File: config.mk
export PLATFORM = sky130hd
export DESIGN_NAME = slca_isqrt
export DESIGN_NICKNAME = d
export VERILOG_FILES = /design/src/rtl/skew_line_closest_approach_core_macros.svh /design/src/rtl/slca_isqrt.sv
export SDC_FILE = /design/constraint.sdc
export NUM_CORES = 2
export LEC_CHECK = 0
export ABC_AREA = 1
export BUFFER_PORTS_ARGS = -buffer_cell sky130_fd_sc_hd__buf_2
export CAP_MARGIN = 40
export CORE_UTILIZATION = 45
export DETAILED_ROUTE_END_ITERATION = 10
export PLACE_DENSITY = 0.66
export SYNTH_ARGS = -nofsm -noshare
export SYNTH_HDL_FRONTEND = slang
export SYNTH_SLANG_ARGS = --single-unit
File: constraint.sdc
create_clock -name clk -period 4.5 [get_ports clk]
set_input_delay 0.45 -clock clk [delete_from_list [all_inputs] [get_ports clk]]
set_output_delay 0.45 -clock clk [all_outputs]
set_load 0.005 [all_outputs]
File: src/rtl/skew_line_closest_approach_core_macros.svh
// Assertion macros shared by the closest-approach core.
`ifndef SKEW_LINE_CLOSEST_APPROACH_CORE_MACROS_SVH
`define SKEW_LINE_CLOSEST_APPROACH_CORE_MACROS_SVH

// Same-cycle implication, disabled during reset.
`define SLCA_ASSERT_NOW(lbl, ante, cons, msg) \
  lbl: assert property (@(posedge clk) disable iff (!rst_n) (ante) |-> (cons)) \
    else $error(msg);

// Next-cycle implication, disabled during reset.
`define SLCA_ASSERT_NEXT(lbl, ante, cons, msg) \
  lbl: assert property (@(posedge clk) disable iff (!rst_n) (ante) |=> (cons)) \
    else $error(msg);

`endif

File: src/rtl/slca_isqrt.sv
// Pipelined integer square root, one result bit per stage.
module slca_isqrt #(
  parameter int RW = 25,
  parameter int SW = 2
) (
  input  logic            clk,
  input  logic            adv,
  input  logic [2*RW-1:0] rad,
  input  logic [SW-1:0]   side_in,
  output logic [RW-1:0]   root,
  output logic [SW-1:0]   side_out
);

  logic [RW+1:0]   rem_r  [RW];
  logic [RW-1:0]   root_r [RW];
  logic [2*RW-1:0] rad_r  [RW];
  logic [SW-1:0]   side_r [RW];

  for (genvar k = 0; k < RW; k++) begin : g_stage
    logic [RW+1:0]   p_rem;
    logic [RW-1:0]   p_root;
    logic [2*RW-1:0] p_rad;
    logic [SW-1:0]   p_side;
    logic [RW+3:0]   rem_sh;
    logic [RW+3:0]   trial;
    logic            ge;

    if (k == 0) begin : g_first
      always_comb begin
        p_rem  = '0;
        p_root = '0;
        p_rad  = rad;
        p_side = side_in;
      end
    end else begin : g_next
      always_comb begin
        p_rem  = rem_r[k-1];
        p_root = root_r[k-1];
        p_rad  = rad_r[k-1];
        p_side = side_r[k-1];
      end
    end

    // Bring down two radicand bits and try the next root bit.
    always_comb begin
      rem_sh = {p_rem, p_rad[2*RW-1 -: 2]};
      trial  = {2'b00, p_root, 2'b01};
      ge     = (rem_sh >= trial);
    end

    always_ff @(posedge clk) begin
      if (adv) begin
        rem_r[k]  <= ge ? (RW+2)'(rem_sh - trial) : rem_sh[RW+1:0];
        root_r[k] <= {p_root[RW-2:0], ge};
        rad_r[k]  <= {p_rad[2*RW-3:0], 2'b00};
        side_r[k] <= p_side;
      end
    end
  end

  assign root     = root_r[RW-1];
  assign side_out = side_r[RW-1];

endmodule
==> metrics.txt <==
# TYPE chip_impl_metric gauge
chip_impl_metric{name="start_util",unit="%"} 45.4
chip_impl_metric{name="worst-slew-pin-transition",unit="ns"} 0.965
chip_impl_metric{name="worst_clock_skew",unit="ns"} 0.0646
chip_impl_metric{name="number_of_antenna_violations_at_the_first_check_in_global_routing",unit=""} 1
chip_impl_metric{name="groute.usage.overall",unit="%"} 22.3
chip_impl_metric{name="drt_iter0_drc",unit=""} 4742
chip_impl_metric{name="drive_gt1_share",unit="%"} 6.72
chip_impl_metric{name="die-height",unit="um"} 443
chip_impl_metric{name="area_delta_synth_final",unit="%"} 11.5
chip_impl_metric{name="max-vdd-ir-drop",unit="mV"} 0.484
chip_impl_metric{name="hold-worst-slack",unit="ns"} 0.208
chip_impl_info{name="tritoncts",value="done"} 1
chip_impl_metric{name="finalSetupViolations",unit=""} 0
chip_impl_metric{name="cts_inserted_buffers",unit=""} 173
chip_impl_metric{name="count_of_mapped_cells_out_of_synthesis",unit=""} 10017
chip_impl_metric{name="post-route-drc-count",unit=""} 0
chip_impl_metric{name="floorplan.core_area",unit="um^2"} 193000
chip_impl_metric{name="wl_per_cell",unit="um"} 17.1
chip_impl_metric{name="post_synth_net_total",unit=""} 10423
chip_impl_info{name="critical_path.endpoint_type",value="flop"} 1
chip_impl_metric{name="synth.cell_area",unit="um^2"} 87400
chip_impl_metric{name="synthesis.yosys.warnings",unit=""} 0
chip_impl_metric{name="finalWorstPathRequiredPeriod",unit="ns"} 2.95
chip_impl_metric{name="grt_overflow",unit=""} 0
chip_impl_info{name="final_cell_mix",value="sky130_fd_sc_hd__nand2_1 (3560), sky130_fd_sc_hd__inv_1 (1762), sky130_fd_sc_hd__edfxtp_1 (1586), sky130_fd_sc_hd__nor2_1 (752), sky130_fd_sc_hd__nand3_1 (565)"} 1
chip_impl_metric{name="vias_in_the_first_global_route",unit=""} 61948
chip_impl_metric{name="grt_pass1_wl",unit="um"} 344000
chip_impl_metric{name="required",unit="ns"} 5.08
chip_impl_info{name="grt_setup_unrepaired",value="false"} 1
chip_impl_info{name="worstSetupStartpointType",value="flop"} 1
chip_impl_metric{name="synth_enable_flop_cells",unit=""} 1586
chip_impl_metric{name="power_density",unit="nW/um^2"} 444
chip_impl_metric{name="mean_instance_size_in_the_synthesized_netlist",unit="um^2"} 8.73
chip_impl_metric{name="synth_cell_type_count",unit=""} 57
chip_impl_info{name="final_common_cell",value="sky130_fd_sc_hd__nand2_1"} 1
chip_impl_metric{name="fill_cells",unit=""} 17949
chip_impl_info{name="run_status",value="completed"} 1
chip_impl_metric{name="multi_input_area",unit="um^2"} 32200
chip_impl_metric{name="ctsResizeCount",unit=""} 0
chip_impl_info{name="synth-main-ff-cell",value="sky130_fd_sc_hd__edfxtp_1"} 1
chip_impl_metric{name="boundary_pins",unit=""} 81
chip_impl_metric{name="final_standard_cell_utilization_of_the_core",unit="%"} 50.6
chip_impl_metric{name="finish.net_count",unit=""} 10683
chip_impl_metric{name="cts_htree_levels",unit=""} 4
chip_impl_metric{name="critical_path.max_fanout",unit=""} 23
chip_impl_metric{name="setup_total_negative_slack",unit="ns"} 0
chip_impl_metric{name="cts.repair_timing.setup_buffer_count",unit=""} 0
chip_impl_info{name="critPathKind",value="reg2reg"} 1
chip_impl_metric{name="hold_violations",unit=""} 0
chip_impl_info{name="clk_root_buffer_cell",value="sky130_fd_sc_hd__clkbuf_16"} 1
chip_impl_metric{name="worstSkewPairLatency",unit="ns"} 0.85
chip_impl_metric{name="drt_wl_total",unit="um"} 221000
chip_impl_metric{name="cellLeakagePower",unit="uW"} 0.0450
chip_impl_metric{name="finalWeightedCongestion",unit=""} 0.929
chip_impl_metric{name="slew_violations",unit=""} 0
chip_impl_metric{name="routed_via_density",unit=""} 4.98
chip_impl_metric{name="drt_first_pass_iters",unit=""} 5
chip_impl_metric{name="floorplan.die_area",unit="um^2"} 196000
chip_impl_metric{name="ant_nets",unit=""} 0
chip_impl_metric{name="port_buffers",unit=""} 80
chip_impl_metric{name="dr_total_vias",unit=""} 64475
chip_impl_metric{name="ffs_w_async_s_r_synth",unit="%"} 0
chip_impl_metric{name="slew-limit-headroom",unit="%"} 35.7
chip_impl_metric{name="maximum_number_of_pins_on_one_net_before_global_route_repair",unit=""} 115
chip_impl_metric{name="cts_sinks",unit=""} 1586
chip_impl_metric{name="hpwl",unit="um"} 171000
chip_impl_metric{name="clk_pin_slew_worst_setup_hold_paths",unit="ns"} 0.06
chip_impl_metric{name="seq_area_frac_synth",unit="%"} 54.5
chip_impl_info{name="hold_path.class",value="in2reg"} 1
chip_impl_metric{name="cap_viol_max_count",unit=""} 0
chip_impl_metric{name="arrival",unit="ns"} 3.52
chip_impl_metric{name="reg_area",unit="um^2"} 47600
chip_impl_metric{name="ys_ff_latch",unit=""} 1586
chip_impl_metric{name="maximum_achievable_frequency",unit="MHz"} 339
chip_impl_metric{name="num_rows",unit=""} 161
chip_impl_metric{name="die_wd",unit="um"} 443
chip_impl_metric{name="fin_crit_sh",unit="%"} 65.5
chip_impl_metric{name="cts.path.max_buffers",unit=""} 3
chip_impl_metric{name="cts.hold.buffers_added",unit=""} 53
## routing by layer
metal  vias up  part of all wire, %  GRT usage, %
met4         0                  2.7          6.45
li1      32559                    -             -
met5         -                    0             0
met1     30154                   45          30.0
met2      1436                   48          37.9
met3       326                  4.4          2.75
## kinds of logic (layout without fill, tap and decap cells)
kind of cell / count (synthesis) / in the layout / synth area share [%]
fa+ha+maj: 352 / 352 / 5.04
simple gates: 5424 / 5424 / 25.9
xor+xnor: 256 / 256 / 2.56
other cells: 1 / 4 / 0.00429
buf+inv: 1913 / 2320 / 8.74
flops: 1586 / 1586 / 54.5
compound gates: 485 / 485 / 3.25
## final cells by class
type	count	share of cell area [%]
Timing Repair Buffer	167	1.39
Multi-Input combinational cell	6518	33.0
Clock inverter	117	1.87
Clock buffer	205	4.56
Antenna cell	3	0.00770
Sequential cell	1586	48.9
Tap cell	2526	3.24
Inverter	1831	7.08
## worst paths after layout
| kind | start | end | slack (ns) | cells after the start |
|---|---|---|---|---|
| worst max register to register | root_r[0][381]$_DFFE_PP_ | rem_r[2][7]$_DFFE_PP_ | 1.55 | 11 |
| worst min-delay path | adv | rad_r[0][324]$_DFFE_PP_ | 0.21 | 1 |
| worst max-delay path | root_r[0][381]$_DFFE_PP_ | rem_r[2][7]$_DFFE_PP_ | 1.55 | 11 |
| worst min register to register | rad_r[0][12]$_DFFE_PP_ | rad_r[0][62]$_DFFE_PP_ | 0.40 | 0 |
## synth_stat cells (20+ instances only)
master | count | area (um^2)
sky130_fd_sc_hd__nand2_2 | 37 | 231
sky130_fd_sc_hd__ha_1 | 352 | 4400
sky130_fd_sc_hd__o21ai_0 | 79 | 395
sky130_fd_sc_hd__nand4_1 | 156 | 976
sky130_fd_sc_hd__nand3b_1 | 85 | 638
sky130_fd_sc_hd__xnor2_1 | 58 | 508
sky130_fd_sc_hd__buf_6 | 38 | 428
sky130_fd_sc_hd__or2_2 | 26 | 163
sky130_fd_sc_hd__nor2_2 | 63 | 394
sky130_fd_sc_hd__a21oi_2 | 92 | 806
sky130_fd_sc_hd__a21oi_1 | 242 | 1210
sky130_fd_sc_hd__and2_1 | 20 | 125
sky130_fd_sc_hd__xor2_1 | 198 | 1730
sky130_fd_sc_hd__nand3_1 | 565 | 2830
sky130_fd_sc_hd__inv_2 | 49 | 184
sky130_fd_sc_hd__buf_4 | 33 | 248
sky130_fd_sc_hd__inv_1 | 1762 | 6610
sky130_fd_sc_hd__o21ai_1 | 52 | 260
sky130_fd_sc_hd__nor2_1 | 752 | 2820
sky130_fd_sc_hd__nand2_1 | 3560 | 13400
sky130_fd_sc_hd__edfxtp_1 | 1586 | 47600
sky130_fd_sc_hd__nor3_1 | 81 | 405
## sequential cells by signal, indices dropped and copies added (netlist names)
name	cells
rad_r	600
root_r	325
rem_r	611
side_r	50
## power by group
part	internal [uW]	switching [uW]	leakage [uW]	total, uW
sequential	18200	1120	0.0152	19300
combinational	2810	5890	0.0268	8700
clock	9160	6130	0.00299	15300
## critical path, stage by stage (launching register included)
cell	delay, ns
sky130_fd_sc_hd__edfxtp_1	0.41
sky130_fd_sc_hd__inv_1	0.06
sky130_fd_sc_hd__ha_1	0.35
sky130_fd_sc_hd__nand2_1	0.12
sky130_fd_sc_hd__nor2_1	0.42
sky130_fd_sc_hd__nand3_1	0.13
sky130_fd_sc_hd__nor2_1	0.11
sky130_fd_sc_hd__nor2_1	0.06
sky130_fd_sc_hd__nand2_2	0.43
sky130_fd_sc_hd__inv_2	0.38
sky130_fd_sc_hd__nand2_1	0.15
sky130_fd_sc_hd__nand2_1	0.06
## metrics by stage
step | instances | setup WS [ns] | total power, uW | area (um^2)
after global routing | 12951 | 1.25 | 45500 | 97500
after detailed placement | 12575 | 1.56 | 28200 | 90700
after floorplan | 10017 | 2.51 | 25100 | 87400
after global placement | 12575 | 1.51 | 28100 | 90700
final | 12953 | 1.55 | 43300 | 97500
after CTS | 12950 | 1.57 | 43600 | 97500
No activity file was read; power rests on OpenSTA's default activity.
